[config.mk]
export PLATFORM = sky130hd
export DESIGN_NAME = prl_match
export DESIGN_NICKNAME = d
export VERILOG_FILES = /design/src/prl_pkg.sv /design/src/prl_match.sv
export SDC_FILE = /design/constraint.sdc
export NUM_CORES = 1
export LEC_CHECK = 0
export ABC_AREA = 1
export BUFFER_PORTS_ARGS = -buffer_cell sky130_fd_sc_hd__clkbuf_2
export CAP_MARGIN = 20
export CELL_PAD_IN_SITES_DETAIL_PLACEMENT = 0
export CELL_PAD_IN_SITES_GLOBAL_PLACEMENT = 1
export CORE_AREA = 4 4 195 197
export DETAILED_ROUTE_END_ITERATION = 8
export DIE_AREA = 0 0 199 201
export PLACE_DENSITY = 0.59
export SETUP_SLACK_MARGIN = 0.1
export SLEW_MARGIN = 20
export SYNTH_ARGS = -nofsm -noshare
export SYNTH_HDL_FRONTEND = slang
export SYNTH_SLANG_ARGS = --single-unit
[constraint.sdc]
create_clock -name vclk -period 1.1
set_clock_uncertainty 0.15 [all_clocks]
set_input_delay 0.11 -clock vclk [all_inputs]
set_output_delay 0.11 -clock vclk [all_outputs]
set_load 0.005 [all_outputs]
[src/prl_pkg.sv]
// Shared types, codes and field layout for the positional record list.
package prl_pkg;

  // Fixed field widths of the stream payload
  localparam int POS_W      = 6;
  localparam int KIND_W     = 3;
  localparam int STATUS_W   = 2;
  localparam int IN_DATA_W  = 264;
  localparam int OUT_DATA_W = 272;
  // Cell index width covers the largest supported list depth
  localparam int IDX_W      = 10;

  // Request kinds
  localparam logic [KIND_W-1:0] KIND_INSERT      = 3'd0;
  localparam logic [KIND_W-1:0] KIND_REMOVE_AT   = 3'd1;
  localparam logic [KIND_W-1:0] KIND_REMOVE_NAME = 3'd2;
  localparam logic [KIND_W-1:0] KIND_FIND_NAME   = 3'd3;
  localparam logic [KIND_W-1:0] KIND_FIND_ID     = 3'd4;
  localparam logic [KIND_W-1:0] KIND_READ_AT     = 3'd5;

  // Result status codes
  localparam logic [STATUS_W-1:0] ST_OK        = 2'd0;
  localparam logic [STATUS_W-1:0] ST_BAD_POS   = 2'd1;
  localparam logic [STATUS_W-1:0] ST_NOT_FOUND = 2'd2;
  localparam logic [STATUS_W-1:0] ST_FULL      = 2'd3;

  // One stored record
  typedef struct packed {
    logic        [63:0] id;
    logic        [63:0] nh;
    logic        [63:0] nm;
    logic        [31:0] nl;
    logic signed [31:0] sc;
  } rec_t;

  // What every cell of the chain does this cycle
  typedef enum logic [1:0] {
    CM_HOLD,
    CM_ROTATE,
    CM_INSERT,
    CM_REMOVE
  } cell_mode_t;

  typedef struct packed {
    cell_mode_t       mode;
    logic [IDX_W-1:0] idx;
  } cell_ctrl_t;

  // Key compare result at the head of the chain
  typedef struct packed {
    logic name_hit;
    logic id_hit;
  } match_t;

endpackage

[src/prl_match.sv]
// String-style compare of the head record against the request key.
module prl_match
  import prl_pkg::*;
(
  input  rec_t   head_i,
  input  rec_t   key_i,
  output match_t match_o
);

  logic [159:0] a_name;
  logic [159:0] b_name;
  logic [19:0]  n_eq;
  logic [19:0]  n_zero;
  logic [19:0]  n_ok;
  logic [7:0]   i_eq;
  logic [7:0]   i_zero;
  logic [7:0]   i_ok;

  assign a_name = {head_i.nh, head_i.nm, head_i.nl};
  assign b_name = {key_i.nh, key_i.nm, key_i.nl};

  // Per byte: equal, or an earlier equal terminator already ended the string
  always_comb begin
    for (int k = 0; k < 20; k++) begin
      n_eq[k]   = a_name[159-8*k -: 8] == b_name[159-8*k -: 8];
      n_zero[k] = n_eq[k] && (a_name[159-8*k -: 8] == 8'd0);
    end
    for (int k = 0; k < 20; k++) begin
      n_ok[k] = n_eq[k] || (|(n_zero & ((20'd1 << k) - 20'd1)));
    end
    for (int k = 0; k < 8; k++) begin
      i_eq[k]   = head_i.id[63-8*k -: 8] == key_i.id[63-8*k -: 8];
      i_zero[k] = i_eq[k] && (head_i.id[63-8*k -: 8] == 8'd0);
    end
    for (int k = 0; k < 8; k++) begin
      i_ok[k] = i_eq[k] || (|(i_zero & ((8'd1 << k) - 8'd1)));
    end
  end

  assign match_o.name_hit = &n_ok;
  assign match_o.id_hit   = &i_ok;

endmodule

==> results.json, run 1 <==
{
  "yosysWarnings": 0,
  "num_vias": 6714,
  "synth-seq-area-share_pct": 0,
  "total_power_uw": 2553,
  "area_growth_pct": 86.07,
  "fin_crit_ns": 1.694,
  "wl_per_cell_um": 12.52,
  "p_clk_share_pct": 0,
  "ir_worst_vdd_mv": 0.1120,
  "rsz0062_at_grt": "true",
  "grtUsageTotal_pct": 10.37,
  "critical_path.startpoint_type": "primary input",
  "multi_input_area_sq_mm": 0.004164,
  "crit_path_end_kind": "primary output",
  "dr.first_iter.drc_count": 173,
  "slew_violations": 0,
  "worst_pin_slew_ns": 0.3660,
  "status": "complete, but fails checks",
  "initial_core_util_pct": 11.86,
  "num_rows": 70,
  "switching_power_uw": 1179,
  "dieWidth_um": 199,
  "cts_hold_buf": 0,
  "final_cells": 1844,
  "p_leak_uw": 0.004565,
  "p_sw_share_pct": 46.18,
  "seq_cells": 0,
  "required_ns": 0.84,
  "worst_hold_slack_ns": 0.5472,
  "syn_nets": 1386,
  "post_dp_cell_area_sq_mm": 0.007533,
  "drc": 0,
  "hpwlAfterDp_mm": 22.29,
  "crit_start": "head_i[47]",
  "min_from": "head_i[219]",
  "synth_area_sq_mm": 0.004302,
  "grt_start_max_net_pins": 5,
  "seqCellArea_sq_um": 0,
  "violations": "setup timing",
  "pre_cts_ws_ns": -0.8161,
  "relSlewSlack_pct": 75.38,
  "avgSynthCellArea_sq_um": 4.922,
  "hold_violations": 0,
  "min_period_over_period_pct": 154.0,
  "worstPathArrival_ns": 1.43,
  "p_comb_share_pct": 100.0,
  "cts_setup_buffers": 0,
  "antenna_cells": 0,
  "fill_cells": 4248,
  "crit_fanout": 2,
  "firstDrtPassIters": 4,
  "die-area_sq_mm": 0.04000,
  "port_buffers": 450,
  "hold_class": "in -> out",
  "netlist_instances": 874,
  "synth_cell_types": 26,
  "grt_antenna_before_repair": 0,
  "layout-drive-gt1-share_pct": 45.86,
  "finalSetupViolCount": 2,
  "wl_mm": 23.08,
  "pwr-share-seq_pct": 0,
  "grt-ovfl-total": 0,
  "drt.antenna.violating_nets": 0,
  "globalplace.congestion": 0.8993,
  "grt_first_pass_wirelength_mm": 33.42,
  "fp.coreArea_sq_mm": 0.03626,
  "power_per_cell_area_mw_per_mm2": 318.9,
  "clock.fmax_mhz": 590.3,
  "fin_ws_ns": -0.5939,
  "dp_cells": 1844,
  "internal_power_uw": 1374,
  "path_class": "in -> out",
  "nNetsFinal": 1890,
  "grt_pass1_vias": 6737,
  "drv_cap": 0,
  "nClkBuffers": 0,
  "viasPerCell": 3.641,
  "boundaryPins": 514,
  "die_y_um": 201,
  "finalInstanceArea_sq_mm": 0.008004
}
==> path summary, 6_finish.rpt <==
path / end / slack, ns / cells past startpoint
max: match_o[1] / -0.59 / 14
min: match_o[0] / 0.55 / 7
==> synth_stat cells, drive strengths merged <==
cell      n  area share [%]
clkinv    2            0.17
o21bai    1            0.17
nor2    137              12
xor2      9             1.8
nand2   335              29
or2       5            0.73
and2      2            0.29
nand4    22             3.2
nand3b    2            0.35
nor3      3            0.58
inv     141              12
nor4     20             2.9
o22ai     2            0.29
and3      1            0.15
o21ai     2            0.23
xnor2   147              30
a21oi     8             1.0
nand3    35             4.2
==> area by class of cell <==
| class | instances | share of cell area, % |
|---|---|---|
| inverters | 143 | 6.706 |
| well taps | 468 | 7.316 |
| repair buffers | 502 | 33.95 |
| multi-input cells | 731 | 52.02 |
==> placed cells by master (no fill, tap or decap) <==
master,netlist,layout
clkinv_1,2,2
xnor2_1,147,127
nand2_4,0,2
or2_1,1,1
clkbuf_2,0,434
nor4_1,20,18
or2_0,1,1
and2_1,2,2
nand3_1,34,27
nand4_1,22,22
o22ai_1,2,2
a21oi_4,0,1
nand2_2,0,22
nor4_2,0,2
o21bai_1,1,1
nand3b_1,2,2
xnor2_2,0,20
xor2_1,9,9
nor2_1,129,97
inv_2,19,24
or2_2,3,3
and3_1,1,1
buf_2,0,4
inv_1,122,117
o21ai_1,1,1
nor2_2,8,35
buf_6,0,12
o21ai_0,1,1
a21oi_1,7,2
nor3_2,2,2
nor2_4,0,5
nor3_1,1,1
nand3_2,1,8
buf_4,0,52
a21oi_2,1,5
nand2_1,335,311
==> worst max-delay path, cell delays in order <==
cell and delay [ns]:
clkbuf_2 0.11, nor4_2 0.28, buf_4 0.14, nand2_1 0.04, nand2_1 0.06, nand2_1 0.05
nand2_1 0.08, nand2_2 0.06, nand2_2 0.06, nand2_2 0.06, nand2_2 0.08, nand2_2 0.06
nor2_4 0.13, buf_6 0.11
==> power by group through the flow <==
stage / Sequential [uW] / Clock [uW] / Combinational [uW]
2_1_floorplan: 0 / 0 / 1040
3_3_place_gp: 0 / 0 / 2390
3_5_place_dp: 0 / 0 / 2420
4_1_cts: 0 / 0 / 2470
5_1_grt: 0 / 0 / 2860
6_report: 0 / 0 / 2550
==> through the flow <==
step | utilization (%) | TNS (ns)
6_report | 22.07 | -1.113
5_1_grt | 22.07 | -1.416
4_1_cts | 21.05 | -1.310
3_5_place_dp | 20.78 | -1.571
3_3_place_gp | 20.78 | -1.543
2_1_floorplan | - | -0.2254
==> metal layers <==
layer	global-route usage (%)	wire (um)
met4	0.7328	205
met2	21.03	12220
met1	11.57	8923
met3	1.695	1733
met5	0	0
==> cells by family (layout without fill, tap and decap cells) <==
group	count (synthesis)	after routing	share of synthesized area, %
XOR/XNOR	156	156	31.76
AO/OA/AOI/OAI	13	13	1.716
AND/OR/NAND/NOR	562	562	54.04
buffers and inverters	143	645	12.48
==> what timing repair did <==
action / 4_1_cts / 5_1_grt
gates resized for setup: 23 / 109
setup endpoints to repair: 2 / 2
cloned: 0 / 0
pin swaps: 6 / 67
(Power assumes the default switching activity.)
==> inputs of run 2 (changes only) <==
Settings changed: ABC_AREA 1 to default, CORE_AREA 4 4 195 197 to 4 4 197 199, DIE_AREA 0 0 199 201 to 0 0 201 203, PLACE_DENSITY 0.59 to 0.51.
==> run 2 against run 1 <==
Against the previous run: the run still ends with setup timing left; non-clock buffer count grew 58; cell area shrank 14%; flip-flop and latch count is the same; count of clock-buffer cells in the layout is the same; power shrank 10%; first-iteration DRC count shrank 24%; area after synthesis shrank 29%; critical path type unchanged; sequential share of layout area is the same; via count shrank 23%.
==> results.json, run 2 <==
{
  "p_clk_share_pct": 0,
  "boundaryPins": 514,
  "p_sw_share_pct": 40.88,
  "power_per_cell_area_mw_per_mm2": 333.8,
  "layout-drive-gt1-share_pct": 59.71,
  "syn_nets": 920,
  "drt.antenna.violating_nets": 0,
  "wl_mm": 20.70,
  "final_cells": 1442,
  "internal_power_uw": 1359,
  "grt_first_pass_wirelength_mm": 30.84,
  "clock.fmax_mhz": 474.1,
  "worst_hold_slack_ns": 0.5652,
  "mostFrequentLayoutCells": "444 x clkbuf_2, 173 x xnor2_1, 110 x buf_4, 53 x nor4_1, 48 x xor2_1",
  "rsz0062_at_grt": "true",
  "fill_cells": 4300,
  "wl_per_cell_um": 14.35,
  "grtUsageTotal_pct": 9.373,
  "yosysTopAreaCellShare_pct": 50.45,
  "crit_fanout": 2,
  "required_ns": 0.84,
  "yosys.cell_count.top_type": "xnor2_1",
  "p_leak_uw": 0.003149,
  "cts_setup_buffers": 0,
  "synth_common_cells": "176 x xnor2_1, 60 x nor4_1, 48 x xor2_1, 47 x nand4_1",
  "antenna_cells": 0,
  "nClkBuffers": 0,
  "min_from": "head_i[231]",
  "synth_top_area_cell": "xnor2_1",
  "crit_path_end_kind": "primary output",
  "min_period_over_period_pct": 191.7,
  "dieWidth_um": 201,
  "initial_core_util_pct": 8.209,
  "worstPathArrival_ns": 1.85,
  "synth_cell_types": 25,
  "area_growth_pct": 125.3,
  "hold_violations": 0,
  "viasPerCell": 3.572,
  "port_buffers": 450,
  "synth_area_sq_mm": 0.003055,
  "fin_crit_ns": 2.109,
  "pwr-share-seq_pct": 0,
  "firstDrtPassIters": 4,
  "yosysWarnings": 0,
  "critical_path.startpoint_type": "primary input",
  "slew_violations": 0,
  "ir_worst_vdd_mv": 0.1297,
  "num_rows": 71,
  "finalSetupViolCount": 2,
  "num_vias": 5151,
  "layout_commonest_cell": "clkbuf_2",
  "drc": 0,
  "dr.first_iter.drc_count": 131,
  "p_comb_share_pct": 100.0,
  "pre_cts_ws_ns": -1.388,
  "hold_depth": 5,
  "worst_pin_slew_ns": 0.4965,
  "switching_power_uw": 939.3,
  "fp.coreArea_sq_mm": 0.03722,
  "path_class": "in -> out",
  "netlist_instances": 408,
  "grt_antenna_before_repair": 0,
  "min_to": "match_o[0]",
  "cts_hold_buf": 0,
  "grt_start_max_net_pins": 3,
  "avgSynthCellArea_sq_um": 7.489,
  "grt-ovfl-total": 0,
  "relSlewSlack_pct": 66.60,
  "fin_ws_ns": -1.009,
  "seq_cells": 0,
  "violations": "setup timing",
  "synth-seq-area-share_pct": 0,
  "die-area_sq_mm": 0.04080,
  "status": "complete, but fails checks",
  "post-route-util_pct": 18.49,
  "hold_class": "in -> out",
  "hpwlAfterDp_mm": 20.09,
  "nNetsFinal": 1482,
  "grt_pass1_vias": 5860,
  "ys_top_cells_by_area": "xnor2_1 50%, xor2_1 14%, nor4_1 12%",
  "dp_cells": 1442,
  "total_power_uw": 2298,
  "seqCellArea_sq_um": 0,
  "die_y_um": 203,
  "globalplace.congestion": 0.9438,
  "drv_cap": 0
}
[run 2: worst max path at each step]
stage / startpoint / to / slack, ns / depth (start not counted)
3_3_place_gp: key_i[50] / match_o[1] / -1.44 / 8
5_1_grt: head_i[62] / match_o[1] / -1.14 / 9
2_1_floorplan: head_i[172] / match_o[1] / -0.45 / 7
4_1_cts: head_i[54] / match_o[1] / -1.08 / 8
6_report: head_i[172] / match_o[1] / -1.01 / 10
3_5_place_dp: key_i[50] / match_o[1] / -1.39 / 8
[run 2: cells by family (layout without fill, tap and decap cells)]
family | count (synthesis) | after routing | share of synthesized area (%)
compound gates | 28 | 28 | 6.594
buf+inv | 0 | 560 | 0
simple gates | 156 | 156 | 29.20
xor+xnor | 224 | 224 | 64.21
[run 2: critical path, cell delays in order]
cell and delay [ns]:
clkbuf_2 0.10, or4_1 0.51, nor2_1 0.24, buf_4 0.16
a221oi_1 0.07, nand2_1 0.12, buf_4 0.11, a211oi_1 0.04
a211oi_2 0.22, buf_2 0.17
[run 2: metrics by stage]
| step | instance area (sq um) | TNS, ns |
|---|---|---|
| after floorplan | 3055 | -0.6659 |
| after global placement | 6726 | -2.426 |
| after detailed placement | 6726 | -2.370 |
| after CTS | 6798 | -1.904 |
| after global routing | 6884 | -2.014 |
| final | 6884 | -1.710 |
[run 2: area by class of cell]
cell class	count	area (sq um)	share of cell area, %
Timing Repair Buffer	560	3109	45.17
Multi-Input combinational cell	408	3182	46.22
Tap cell	474	593.1	8.615
[run 2: metal layers]
layer | up-vias | track usage, % | part of all wire, % | wire (um)
li1 | 2642 | - | - | -
met1 | 2235 | 10.63 | 38 | 7820
met2 | 266 | 18.38 | 52 | 10820
met3 | 8 | 2.252 | 8.8 | 1811
met4 | 0 | 0.7866 | 1.2 | 240
met5 | - | 0 | 0 | 0
[run 2: power groups by stage]
stage / Sequential [uW] / Combinational [uW] / Clock (uW)
2_1_floorplan: 0 / 783 / 0
3_3_place_gp: 0 / 2260 / 0
3_5_place_dp: 0 / 2260 / 0
4_1_cts: 0 / 2290 / 0
5_1_grt: 0 / 2520 / 0
6_report: 0 / 2300 / 0
[run 2: repair_timing]
| item | 4_1_cts | 5_1_grt |
|---|---|---|
| resized for setup | 14 | 20 |
| pin swaps | 8 | 15 |
| setup endpoints to repair | 2 | 2 |
==> inputs of run 3 (changes only) <==
Settings changed: PLACE_DENSITY 0.51 to 0.6.
==> run 3 against run 2 <==
Against the previous run: the flow still finishes with violations (setup timing); routed wire length decreased by 4.6%; utilization is 0.18 points higher; flip-flop and latch count did not move; worst hold slack got worse by 0.0083 ns; worst setup slack got worse by 0.016 ns; sequential share of layout area unchanged; critical path depth is the same; via count is essentially flat; combinational power is essentially flat; non-clock buffer count increased by 1; die area unchanged; critical path type unchanged; largest cell class unchanged.
==> results.json, run 3 (same netlist as run 2, synthesis figures left out) <==
{
  "violations": "setup timing",
  "grt_pass1_vias": 5605,
  "ir_worst_vdd_mv": 0.1285,
  "fill_cells": 4246,
  "path_cells": "buf_2, nor4_4, nand2_1, nor3_4, a21oi_2, a211oi_4, buf_4, a211oi_2, a211oi_2, buf_2",
  "wl_per_cell_um": 13.68,
  "grtUsageTotal_pct": 8.614,
  "viasPerCell": 3.572,
  "fin_crit_ns": 2.125,
  "worstPathArrival_ns": 1.86,
  "hpwlAfterDp_mm": 18.77,
  "antenna_cells": 0,
  "num_rows": 71,
  "layout_commonest_cell": "clkbuf_2",
  "nClkBuffers": 0,
  "relSlewSlack_pct": 71.14,
  "grt_first_pass_wirelength_mm": 28.66,
  "dr.first_iter.drc_count": 139,
  "grt-ovfl-total": 0,
  "seqCellArea_sq_um": 0,
  "worst_pin_slew_ns": 0.4289,
  "crit_path_end_kind": "primary output",
  "min_period_over_period_pct": 193.1,
  "die-area_sq_mm": 0.04080,
  "finalInstanceArea_sq_mm": 0.006953,
  "hold_violations": 0,
  "p_leak_uw": 0.003201,
  "firstDrtPassIters": 4,
  "num_vias": 5154,
  "cts_hold_buf": 0,
  "seq_cells": 0,
  "wl_mm": 19.74,
  "drc": 0,
  "nNetsFinal": 1483,
  "crit_family": "simple AND/OR/NAND/NOR gates",
  "finalSetupViolCount": 2,
  "area_growth_pct": 127.6,
  "mostFrequentLayoutCells": "441 x clkbuf_2, 167 x xnor2_1, 110 x buf_4, 55 x nor4_1, 48 x xor2_1",
  "hold_class": "in -> out",
  "fin_ws_ns": -1.025,
  "rsz0062_at_grt": "true",
  "clock.fmax_mhz": 470.7,
  "status": "complete, but fails checks",
  "port_buffers": 450,
  "boundaryPins": 514,
  "grt_antenna_before_repair": 1,
  "critical_path.startpoint_type": "primary input",
  "required_ns": 0.84,
  "layout-drive-gt1-share_pct": 60.17,
  "initial_core_util_pct": 8.209,
  "dp_cells": 1442,
  "final_cells": 1443,
  "worstPathBufferInverterCount": 3,
  "fp.coreArea_sq_mm": 0.03722,
  "drv_cap": 0,
  "slowest_stage": "nor4_4",
  "post_dp_cell_area_sq_mm": 0.006726,
  "grt_start_max_net_pins": 3,
  "worst_hold_slack_ns": 0.5569,
  "dieWidth_um": 201,
  "slew_violations": 0,
  "path_class": "in -> out",
  "globalplace.congestion": 0.9084,
  "crit_fanout": 2,
  "die_y_um": 203,
  "power_per_cell_area_mw_per_mm2": 330.7,
  "max_stage_delay_ns": 0.31,
  "drt.antenna.violating_nets": 0
}
[run 3: changes by cell type in the layout (fill, tap and decap cells not counted), moves of 2 or more]
cell / delta
clkbuf_2: -3
buf_6: +5
nor4_1: +2
xnor2_2: +6
xnor2_1: -6
[run 3: metrics by stage]
step           util (%)  power [uW]  worst slack, ns  setup TNS (ns)
6_report          18.68        2299           -1.025          -1.724
3_3_place_gp      18.07        2213           -1.255          -2.090
2_1_floorplan         -       783.0          -0.4543         -0.6659
5_1_grt           18.68        2513           -1.165          -1.943
4_1_cts           18.26        2262           -1.076          -1.809
3_5_place_dp      18.07        2234           -1.316          -2.163
[run 3: path summary, 6_finish.rpt]
path / from / end / slack (ns) / depth (start not counted)
max: head_i[113] / match_o[1] / -1.02 / 10
min: head_i[228] / match_o[0] / 0.56 / 5
[run 3: layout make-up]
cell class         count  area (sq um)  area share, %
multi-input cells    408          3233          46.50
well taps            474         593.1          8.530
repair buffers       561          3127          44.97
[run 3: repair_timing]
action | in CTS | in global routing
endpoints found under the setup margin | 2 | 2
endpoints found under the hold margin | 0 | 0
resized for setup | 12 | 32
pin swaps | 7 | 15
setup buffers | 2 | 0
[run 3: per-layer routing]
layer	share of wire, %	vias to the layer above	track usage (%)
met2	52	248	16.44
li1	-	2649	-
met5	0.066	-	0
met4	1.5	2	0.9341
met3	7.3	22	1.581
met1	39	2233	10.34
[run 3: report_power, final]
group / switching, uW / total, uW / internal, uW
combinational: 929 / 2300 / 1370
sequential: 0 / 0 / 0
clock: 0 / 0 / 0
total: 929 / 2300 / 1370
[run 3: worst min-delay path: cells and delay by family]
| family | cells | cell delay, ns |
|---|---|---|
| compound gates | 2 | 0.21 |
| buf+inv | 2 | 0.23 |
| simple gates | 1 | 0.05 |
