File: src/prl_pkg.sv
// Shared types, codes and field layout for the positional record list.
package prl_pkg;

  // Fixed field widths of the stream payload
  localparam int POS_W      = 6;
  localparam int KIND_W     = 3;
  localparam int STATUS_W   = 2;
  localparam int IN_DATA_W  = 264;
  localparam int OUT_DATA_W = 272;
  // Cell index width covers the largest supported list depth
  localparam int IDX_W      = 10;

  // Request kinds
  localparam logic [KIND_W-1:0] KIND_INSERT      = 3'd0;
  localparam logic [KIND_W-1:0] KIND_REMOVE_AT   = 3'd1;
  localparam logic [KIND_W-1:0] KIND_REMOVE_NAME = 3'd2;
  localparam logic [KIND_W-1:0] KIND_FIND_NAME   = 3'd3;
  localparam logic [KIND_W-1:0] KIND_FIND_ID     = 3'd4;
  localparam logic [KIND_W-1:0] KIND_READ_AT     = 3'd5;

  // Result status codes
  localparam logic [STATUS_W-1:0] ST_OK        = 2'd0;
  localparam logic [STATUS_W-1:0] ST_BAD_POS   = 2'd1;
  localparam logic [STATUS_W-1:0] ST_NOT_FOUND = 2'd2;
  localparam logic [STATUS_W-1:0] ST_FULL      = 2'd3;

  // One stored record
  typedef struct packed {
    logic        [63:0] id;
    logic        [63:0] nh;
    logic        [63:0] nm;
    logic        [31:0] nl;
    logic signed [31:0] sc;
  } rec_t;

  // What every cell of the chain does this cycle
  typedef enum logic [1:0] {
    CM_HOLD,
    CM_ROTATE,
    CM_INSERT,
    CM_REMOVE
  } cell_mode_t;

  typedef struct packed {
    cell_mode_t       mode;
    logic [IDX_W-1:0] idx;
  } cell_ctrl_t;

  // Key compare result at the head of the chain
  typedef struct packed {
    logic name_hit;
    logic id_hit;
  } match_t;

endpackage

File: src/prl_cell.sv
// One cell of the record chain: holds a record, loads from a neighbor or takes the new record.
module prl_cell
  import prl_pkg::*;
#(
  parameter int IDX = 0
) (
  input  logic       clk,
  input  cell_ctrl_t ctrl_i,
  input  rec_t       left_i,
  input  rec_t       right_i,
  input  rec_t       new_i,
  output rec_t       rec_o
);

  localparam logic [IDX_W-1:0] MY_IDX = IDX_W'(IDX);

  rec_t rec_r;
  rec_t rec_nxt;

  // Rotate toward the head, open a gap for insert, close one on remove
  always_comb begin
    rec_nxt = rec_r;
    unique case (ctrl_i.mode)
      CM_HOLD:   rec_nxt = rec_r;
      CM_ROTATE: rec_nxt = right_i;
      CM_INSERT: begin
        if (MY_IDX > ctrl_i.idx) begin
          rec_nxt = left_i;
        end else if (MY_IDX == ctrl_i.idx) begin
          rec_nxt = new_i;
        end
      end
      CM_REMOVE: begin
        if (MY_IDX >= ctrl_i.idx) begin
          rec_nxt = right_i;
        end
      end
      default:   rec_nxt = rec_r;
    endcase
  end

  always_ff @(posedge clk) begin
    rec_r <= rec_nxt;
  end

  assign rec_o = rec_r;

endmodule

File: config.mk
export PLATFORM = sky130hd
export DESIGN_NAME = prl_cell
export DESIGN_NICKNAME = d
export VERILOG_FILES = /design/src/prl_pkg.sv /design/src/prl_cell.sv
export SDC_FILE = /design/constraint.sdc
export NUM_CORES = 1
export LEC_CHECK = 0
export BUFFER_PORTS_ARGS = -buffer_cell sky130_fd_sc_hd__buf_2
export CAP_MARGIN = 30
export CORE_AREA = 2 2 404 406
export DETAILED_ROUTE_END_ITERATION = 8
export DIE_AREA = 0 0 406 408
export GPL_ROUTABILITY_DRIVEN = 0
export PLACE_DENSITY = 0.34
export SLEW_MARGIN = 10
export SYNTH_ARGS = -nofsm -noshare
export SYNTH_HDL_FRONTEND = slang
export SYNTH_SLANG_ARGS = --single-unit
File: constraint.sdc
create_clock -name clk -period 23.5 [get_ports clk]
set_clock_uncertainty 0.15 [all_clocks]
set_input_delay 2.35 -clock clk [delete_from_list [all_inputs] [get_ports clk]]
set_output_delay 2.35 -clock clk [all_outputs]
set_load 0.02 [all_outputs]
==> results of run 1 <==
[where the power goes]
part           switching (mW)  internal (mW)  total (mW)  leakage [nW]
registers             0.00774          0.544       0.552          2.40
clock network           0.227          0.320       0.546         0.541
logic                   0.114         0.0989       0.213          5.15
total                   0.349          0.963        1.31          8.10
[area by class of cell]
cell class	instances	area (sq um)	share of cell area
multi-input combinational	262	3690	0.192
sequential	256	7690	0.400
tap	2175	2720	0.141
clock inverter	20	175	0.00911
clock buffer	44	952	0.0495
inverter	1	3.75	0.000195
timing repair buffer	790	3980	0.207
antenna	9	22.5	0.00117
[cells in the final DEF (no fill, tap or decap)]
master      Yosys  final
clkbuf_1        0      7
nand2_8         0      1
mux2_2         16     16
bufinv_16       0      3
inv_1           1      1
clkinv_1        0      9
nand4_1         1      1
nor2_1          1      1
o21ai_4         0      1
mux2_1         40     40
nor4_1          2      2
buf_2           1    780
diode_2         0      9
edfxtp_1      256    256
clkbuf_16       0     37
clkinv_2        0      4
buf_4           0     10
mux2_4        200    200
clkinv_4        0      1
clkinvlp_4      0      3
[logic make-up after synthesis]
kind of cell,synth area share
buffers and inverters,0.0268
AND/OR/NAND/NOR,0.00247
flip-flops,0.659
multiplexers,0.311
AO/OA/AOI/OAI,0.000429
[per-stage QoR]
step	std cells	power [mW]	cell area (sq um)	hold slack (ns)
3_5_place_dp	3484	0.781	18100	2.49
2_1_floorplan	547	0.692	11700	2.40
6_report	3557	1.31	19200	1.92
3_3_place_gp	3484	0.782	18100	2.48
5_1_grt	3551	1.38	19200	1.86
4_1_cts	3548	1.36	19200	1.83
[path summary, 6_finish.rpt]
kind,from,to,slack (ns),cells after the start
setup / recovery,ctrl_i[10],rec_o[35]$_DFFE_PP_,17.98,7
hold / removal,new_i[254],rec_o[254]$_DFFE_PP_,1.92,2
[routing by layer]
layer  global-route usage  up-vias  part of all wire  wire [um]
li1                     -     3782                 -          -
met1               0.0663     3775              0.37      20400
met2                0.107      615              0.46      25500
met3               0.0353      120              0.14       7680
met4               0.0225       14             0.033       1840
met5                    0        -            0.0017         96
[worst max-delay path, cell delays in order]
cell	delay (ns)
buf_2	0.07
inv_1	0.11
nand2_8	0.27
buf_4	0.68
buf_4	0.72
buf_4	0.86
mux2_4	0.39
==> results.py, run 1 <==
metrics = {
    "clock_tree": {
        "clkSinkCount": 256,
        "clockBufferDepth": 3,
        "postCtsSetupRepairBufs": 0,
        "ctsResizeCount": 0,
        "postCtsHoldBufs": 0,
        "htree_num_levels": 2,
        "numCtsBuffers": 36,
        "cts_tree": "built",
        "cts_root_buf": "clkbuf_16",
        "clk_pin_slew_ns": 0.06,
    },
    "route": {
        "avgViaCountPerCell": 2.34,
        "vias": 8306,
        "wirelength_um": 55500,
        "drtAntennaViolNets": 0,
        "routedWlPerCell_um": 15.6,
        "firstDrtPassIters": 4,
        "initialDrtViolationCount": 262,
        "drc": 0,
    },
    "final_layout": {
        "fillers": 18440,
        "syn2layout_area_growth_pct": 64.8,
        "layout.nets": 2128,
        "drive_gt1_frac": 0.769,
        "utilization": 0.119,
        "largest_reg_flops": 256,
    },
    "sta": {
        "post-route-period-util": 0.235,
        "fmax_mhz": 181,
        "final_hold_viol_count": 0,
        "setup_tns_ns": 0,
        "timing.final.ws_setup_ns": 17.98,
        "worst_pin_slew_ns": 0.942,
        "final-setup-viol-count": 0,
        "final.min_clock_period_ns": 5.52,
        "slew_violations": 0,
        "max_slew_margin": 0.372,
        "rsz0062_at_grt": "false",
    },
    "floorplanning": {
        "dieArea_sq_um": 166000,
        "io_pins": 1037,
        "die_w_um": 406,
        "die_h_um": 408,
        "rows": 148,
        "initial_core_util": 0.0722,
        "core_area_sq_um": 162000,
    },
    "yosys": {
        "syn_nets": 1328,
        "syn_avg_cell_area_sq_um": 21.3,
        "synth-seq-cells": 256,
        "async_flop_share": 0,
        "synthTopCellsByCount": "edfxtp_1 (256), mux2_4 (200), mux2_1 (40)",
        "synth_flop_cell": "edfxtp_1",
        "synthTopCellsByArea": "edfxtp_1 (66%), mux2_4 (26%), mux2_1 (3.9%)",
        "synth.distinct_cells": 12,
        "yosys.area.top_type": "edfxtp_1",
        "synthCells": 547,
        "syn_area_sq_um": 11700,
        "ys_seq_area_frac": 0.659,
        "yosysWarnings": 0,
        "synth-edff-count": 256,
        "yosysTopAreaCellShare": 0.659,
        "synthMostInstantiatedCell": "edfxtp_1",
    },
    "run": {
        "drv.max_cap_violation_count": 0,
    },
    "critical_path": {
        "path_max_fanout": 54,
        "crit_type": "primary input to flip-flop",
        "start_kind": "primary input",
        "arrival_ns": 5.67,
        "cp.required_ns": 23.65,
        "endpoint_kind": "flip-flop",
    },
    "power_and_ir_drop": {
        "vdd_drop_max_mv": 0.0353,
        "powerDensity_nw_per_um2": 68.2,
        "p_leak_nw": 8.10,
    },
    "global_routing": {
        "grt-ovfl-total": 0,
        "grt_pass1_vias": 8800,
        "antenna_found_initial": 38,
        "grt_max_degree": 65,
        "track_usage": 0.0635,
        "grt_first_pass_wirelength_um": 71500,
    },
    "place": {
        "io_buffers": 780,
        "hpwl_um": 46000,
        "post-place-ws_ns": 17.29,
    },
    "min_path": {
        "worstHoldPathType": "primary input to flip-flop",
    },
    "status": {
        "status": "finished, final reports clean",
    },
}
Power figures use the tool's default switching activity.
==> run 2, diff against run 1 <==
--- a/config.mk
+++ b/config.mk
@@ -7,9 +7,9 @@
 export LEC_CHECK = 0
 export BUFFER_PORTS_ARGS = -buffer_cell sky130_fd_sc_hd__buf_2
 export CAP_MARGIN = 30
-export CORE_AREA = 2 2 404 406
+export CORE_AREA = 2 2 403 405
 export DETAILED_ROUTE_END_ITERATION = 8
-export DIE_AREA = 0 0 406 408
+export DIE_AREA = 0 0 405 407
 export GPL_ROUTABILITY_DRIVEN = 0
 export PLACE_DENSITY = 0.34
 export SLEW_MARGIN = 10
==> constraint.sdc (replaced) <==
create_clock -name clk -period 4.83 [get_ports clk]
set_clock_uncertainty 0.15 [all_clocks]
set_input_delay 0.483 -clock clk [delete_from_list [all_inputs] [get_ports clk]]
set_output_delay 0.483 -clock clk [all_outputs]
set_load 0.02 [all_outputs]
==> run 2 against run 1 <==
- clock-buffer cell count grew 4
- largest power group unchanged
- global-route usage is 0.35 points higher
- worst hold slack worse by 1.8 ns
- largest cell class unchanged
- power rose to 4.8 times the previous value
- critical path type unchanged
==> results.py, run 2 (synthesized netlist as in run 1, its figures left out) <==
metrics = {
    "status": {
        "status": "finished, final reports clean",
    },
    "route": {
        "drtAntennaViolNets": 0,
        "wirelength_um": 59300,
        "initialDrtViolationCount": 275,
        "avgViaCountPerCell": 2.44,
        "drc": 0,
        "routedWlPerCell_um": 15.8,
        "firstDrtPassIters": 4,
        "vias": 9170,
    },
    "final_layout": {
        "syn2layout_area_growth_pct": 83.9,
        "layout_common_cells": "buf_2 (780), edfxtp_1 (256), dlygate4sd3_1 (225), mux2_4 (200), mux2_1 (40)",
        "layout.nets": 2359,
        "largest_reg_flops": 256,
        "post-route-cell-area_sq_um": 21500,
        "layout_commonest_cell": "buf_2",
        "drive_gt1_frac": 0.661,
        "utilization": 0.134,
    },
    "sta": {
        "fmax_mhz": 383,
        "final_hold_viol_count": 0,
        "final-setup-viol-count": 0,
        "worst_pin_slew_ns": 0.909,
        "timing.final.ws_setup_ns": 2.22,
        "max_slew_margin": 0.394,
        "post-route-period-util": 0.540,
        "slew_violations": 0,
        "rsz0062_at_grt": "false",
        "final.min_clock_period_ns": 2.61,
    },
    "power_and_ir_drop": {
        "total_power_mw": 6.36,
        "intPower_mw": 4.66,
        "power.share.sequential": 0.425,
        "p_switching_mw": 1.70,
        "vdd_drop_max_mv": 0.177,
        "p_clk_frac": 0.384,
        "p_leak_nw": 9.04,
        "switching_share": 0.267,
        "power_frac_comb": 0.191,
        "powerDensity_nw_per_um2": 297,
    },
    "critical_path": {
        "slowest_stage": "dlygate4sd3_1",
        "arrival_ns": 2.77,
        "cp.required_ns": 4.99,
        "endpoint_kind": "flip-flop",
        "cp_cell_sequence": "buf_2 > nand2_8 > buf_12 > mux2_4 > dlygate4sd3_1",
        "path_max_fanout": 67,
        "crit_type": "primary input to flip-flop",
        "cpPeakStageDelay_ns": 0.56,
        "startpoint": "ctrl_i[11]",
        "start_kind": "primary input",
    },
    "global_routing": {
        "grt_max_degree": 113,
        "grt-ovfl-total": 0,
        "grt_pass1_vias": 9508,
        "track_usage": 0.0670,
        "grt_first_pass_wirelength_um": 74900,
        "antenna_found_initial": 38,
    },
    "place": {
        "place_area_sq_um": 18200,
        "hpwl_um": 48400,
        "io_buffers": 780,
        "post-place-ws_ns": 2.14,
    },
    "clock_tree": {
        "clockBufferDepth": 3,
        "cts_root_buf": "clkbuf_16",
        "postCtsSetupRepairBufs": 0,
        "htree_num_levels": 2,
        "postCtsHoldBufs": 225,
        "clk_pin_slew_ns": 0.05,
        "numCtsBuffers": 36,
        "clkSinkCount": 256,
        "ctsResizeCount": 0,
        "cts_tree": "built",
    },
    "floorplanning": {
        "die_w_um": 405,
        "rows": 147,
        "dieArea_sq_um": 165000,
        "die_h_um": 407,
        "io_pins": 1037,
        "core_area_sq_um": 160000,
        "initial_core_util": 0.0728,
    },
    "min_path": {
        "hp-start": "right_i[219]",
        "worstHoldPathType": "primary input to flip-flop",
    },
    "run": {
        "drv.max_cap_violation_count": 0,
    },
}
==> run 2: through the flow <==
step	std cells	TNS, ns	hold WS, ns
after floorplan	547	-107.10	0.534
after global placement	3475	0	0.620
after detailed placement	3475	0	0.622
after CTS	3757	0	0.0000267
after global routing	3757	0	0.0156
final	3762	0	0.0734
==> run 2: area by class of cell <==
class	count	area, sq um
Antenna cell	5	12.5
Multi-Input combinational cell	262	3690
Clock buffer	48	967
Inverter	1	3.75
Timing Repair Buffer	1021	6340
Tap cell	2160	2700
Sequential cell	256	7690
Fill cell	18192	139000
Clock inverter	9	46.3
==> run 2: power groups by stage <==
stage / sequential (mW) / combinational [mW] / clock, mW
6_report: 2.70 / 1.21 / 2.44
5_1_grt: 2.72 / 1.30 / 2.67
4_1_cts: 2.71 / 1.24 / 2.62
3_5_place_dp: 2.75 / 1.07 / 0
3_3_place_gp: 2.75 / 1.08 / 0
2_1_floorplan: 2.96 / 0.345 / 0
==> run 2: critical path: cells and delay by family <==
family,cells,cell delay [ns]
mux,1,0.33
simple gates,1,0.46
buf+inv,3,1.17
==> run 2: final timing paths <==
kind | end | slack, ns | cells past startpoint
worst max-delay path | rec_o[188]$_DFFE_PP_ | 2.22 | 5
worst min-delay path | rec_o[219]$_DFFE_PP_ | 0.07 | 2
==> run 2: metal layers <==
metal  share of wire  track usage  wire length [um]  vias up
met5         0.00089            0                53        -
met4           0.026       0.0200              1570        8
met3            0.12       0.0285              6840      104
met2            0.48        0.114             28300      616
met1            0.38       0.0755             22500     4211
li1                -            -                 -     4231
==> run 3, diff against run 2 <==
--- a/config.mk
+++ b/config.mk
@@ -5,13 +5,14 @@
 export SDC_FILE = /design/constraint.sdc
 export NUM_CORES = 1
 export LEC_CHECK = 0
+export ABC_AREA = 1
 export BUFFER_PORTS_ARGS = -buffer_cell sky130_fd_sc_hd__buf_2
 export CAP_MARGIN = 30
-export CORE_AREA = 2 2 403 405
+export CORE_AREA = 2 2 399 401
 export DETAILED_ROUTE_END_ITERATION = 8
-export DIE_AREA = 0 0 405 407
+export DIE_AREA = 0 0 401 403
 export GPL_ROUTABILITY_DRIVEN = 0
-export PLACE_DENSITY = 0.34
+export PLACE_DENSITY = 0.35
 export SLEW_MARGIN = 10
 export SYNTH_ARGS = -nofsm -noshare
 export SYNTH_HDL_FRONTEND = slang
==> constraint.sdc (replaced) <==
create_clock -name clk -period 2.62 [get_ports clk]
set_clock_uncertainty 0.15 [all_clocks]
set_input_delay 0.262 -clock clk [delete_from_list [all_inputs] [get_ports clk]]
set_output_delay 0.262 -clock clk [all_outputs]
set_load 0.02 [all_outputs]
==> run 3 against run 2 <==
- highest routed layer unchanged
- critical path type unchanged
- worst hold slack gained 0.031 ns
- final cell count grew 20%
- clock power grew 110%
- combinational power grew 140%
- critical endpoint is now rec_o[170]$_DFFE_PP_
- sequential power grew 84%
- synthesized cell count grew 100%
- synthesized area grew 5.8%
- via count grew 38%
- first-iteration DRC count grew 60%
- cell area grew 17%
- sequential cell count is the same
==> results.py, run 3 <==
metrics = {
    "yosys": {
        "ys_seq_area_frac": 0.623,
        "synth.distinct_cells": 10,
        "synthMostInstantiatedCell": "inv_1",
        "synthTopCellsByArea": "edfxtp_1 (62%), o21ai_2 (14%), inv_1 (8.1%)",
        "yosysWarnings": 0,
        "yosys.area.top_type": "edfxtp_1",
        "syn_avg_cell_area_sq_um": 11.2,
        "synth-edff-count": 256,
        "synthCells": 1103,
        "synth-seq-cells": 256,
        "synth_flop_cell": "edfxtp_1",
        "syn_nets": 1884,
        "synthTopCellsByCount": "inv_1 (266), nand2_1 (263), edfxtp_1 (256)",
        "syn_area_sq_um": 12300,
        "yosysTopAreaCellShare": 0.623,
        "async_flop_share": 0,
    },
    "critical_path": {
        "worstSetupEndpoint": "rec_o[170]$_DFFE_PP_",
        "start_kind": "primary input",
        "path_max_fanout": 29,
        "startpoint": "ctrl_i[11]",
        "arrival_ns": 2.08,
        "crit_type": "primary input to flip-flop",
        "cp_cell_sequence": "buf_2 > inv_1 > or2_4 > buf_12 > buf_12 > buf_4 > o21ai_1 > dlygate4sd3_1",
        "cpPeakStageDelay_ns": 0.57,
        "endpoint_kind": "flip-flop",
        "cp.required_ns": 2.79,
        "slowest_stage": "dlygate4sd3_1",
        "crit_path_frequent_cell": "buf_12",
    },
    "floorplanning": {
        "initial_core_util": 0.0784,
        "io_pins": 1037,
        "die_w_um": 401,
        "die_h_um": 403,
        "rows": 146,
        "core_area_sq_um": 157000,
        "dieArea_sq_um": 162000,
    },
    "power_and_ir_drop": {
        "intPower_mw": 9.41,
        "p_switching_mw": 3.61,
        "powerDensity_nw_per_um2": 519,
        "p_leak_nw": 11.3,
        "switching_share": 0.277,
        "total_power_mw": 13.0,
        "power.share.sequential": 0.383,
        "p_clk_frac": 0.399,
        "power_frac_comb": 0.219,
        "vdd_drop_max_mv": 0.345,
    },
    "final_layout": {
        "drive_gt1_frac": 0.439,
        "layout_commonest_cell": "buf_2",
        "fin_cells": 4518,
        "utilization": 0.159,
        "fillers": 17905,
        "layout.nets": 3195,
        "layout_common_cells": "buf_2 (780), dlygate4sd3_1 (509), inv_1 (266), nand2_1 (262), edfxtp_1 (256)",
        "syn2layout_area_growth_pct": 103,
        "largest_reg_flops": 256,
    },
    "place": {
        "hpwl_um": 56000,
        "io_buffers": 780,
        "dp_cells": 3939,
    },
    "sta": {
        "hold_ws_ns": 0.105,
        "slew_violations": 0,
        "fmax_mhz": 525,
        "final-setup-viol-count": 0,
        "setup_tns_ns": 0,
        "post-route-period-util": 0.727,
        "rsz0062_at_grt": "false",
        "worst_pin_slew_ns": 0.447,
        "final.min_clock_period_ns": 1.90,
        "max_slew_margin": 0.704,
        "final_hold_viol_count": 0,
    },
    "clock_tree": {
        "clk_pin_slew_ns": 0.06,
        "clkSinkCount": 256,
        "ctsResizeCount": 0,
        "numCtsBuffers": 36,
        "clockBufferDepth": 3,
        "htree_num_levels": 2,
        "cts_root_buf": "clkbuf_16",
        "cts_tree": "built",
    },
    "run": {
        "drv.max_cap_violation_count": 0,
    },
    "route": {
        "vias": 12648,
        "drc": 0,
        "wirelength_um": 68600,
        "drtAntennaViolNets": 0,
        "firstDrtPassIters": 5,
        "avgViaCountPerCell": 2.80,
        "routedWlPerCell_um": 15.2,
        "initialDrtViolationCount": 440,
    },
    "min_path": {
        "worstHoldPathType": "primary input to flip-flop",
    },
    "global_routing": {
        "grt_max_degree": 77,
        "grt_first_pass_wirelength_um": 93800,
        "grt_pass1_vias": 13186,
        "track_usage": 0.0822,
        "antenna_found_initial": 40,
        "grt-ovfl-total": 0,
    },
    "status": {
        "status": "finished, final reports clean",
    },
}
## run 3: cell types whose count changed after synthesis, sizes merged, moves of 3 or more
| cell | change |
|---|---|
| inv | +265 |
| nand2 | +262 |
| mux2 | -256 |
| o21ai | +255 |
| buf | +26 |
| clkbuf | +3 |
## run 3: layout make-up
| type | instances | area (sq um) | share of cell area |
|---|---|---|---|
| antenna | 6 | 15.0 | 0.000599 |
| clock buffer | 44 | 931 | 0.0371 |
| clock inverter | 20 | 277 | 0.0110 |
| inverter | 266 | 998 | 0.0398 |
| multi-input combinational | 524 | 3060 | 0.122 |
| sequential | 256 | 7690 | 0.307 |
| tap | 2072 | 2590 | 0.103 |
| timing repair buffer | 1330 | 9510 | 0.379 |
## run 3: power by group through the flow
stage	sequential, mW	clock [mW]	combinational [mW]
after floorplan	5.45	0	0.686
after global placement	5.06	0	2.13
after detailed placement	5.07	0	2.13
after CTS	4.99	5.48	2.89
after global routing	5.01	5.60	3.11
final	4.98	5.19	2.85
## run 3: how the worst min path moves through the flow
stage / startpoint / endpoint / slack (ns) / cells after the start
after floorplan: right_i[0] / rec_o[0]$_DFFE_PP_ / 0.30 / 2
after global placement: right_i[192] / rec_o[192]$_DFFE_PP_ / 0.39 / 3
after detailed placement: right_i[153] / rec_o[153]$_DFFE_PP_ / 0.39 / 3
after CTS: right_i[240] / rec_o[240]$_DFFE_PP_ / 0.004 / 3
after global routing: right_i[240] / rec_o[240]$_DFFE_PP_ / 0.06 / 3
final: right_i[241] / rec_o[241]$_DFFE_PP_ / 0.10 / 3
## run 3: stage by stage
stage | setup WS (ns) | cell area (sq um)
after detailed placement | 0.622 | 18700
after CTS | 0.768 | 25000
after floorplan | 0.425 | 12400
after global placement | 0.605 | 18700
final | 0.716 | 25100
after global routing | 0.695 | 25100
## run 3: timing repair
action | in CTS | in global routing
buffers inserted | 0 | 0
hold endpoints to repair | 256 | 0
hold buffers | 509 | 0
## run 3: routing by layer
| metal | vias up | global-route usage | share of wire |
|---|---|---|---|
| met4 | 8 | 0.0273 | 0.029 |
| li1 | 6173 | - | - |
| met3 | 123 | 0.0393 | 0.11 |
| met5 | - | 0 | 0.00087 |
| met1 | 5687 | 0.0938 | 0.40 |
| met2 | 657 | 0.134 | 0.46 |
## run 3: worst max-delay path, delay by kind of cell
kind	cells	cell delay, ns
AOI/OAI and AO/OA	1	0.11
buffers and inverters	6	1.48
and+or+nand+nor	1	0.14
## run 3: logic make-up (layout without fill, tap and decap cells)
logic type | after synthesis | in the layout | synth area share
DFF | 256 | 256 | 0.623
other | 0 | 6 | 0
AOI/OAI and AO/OA | 256 | 256 | 0.164
buffers and inverters | 323 | 1660 | 0.131
and+or+nand+nor | 268 | 268 | 0.0818
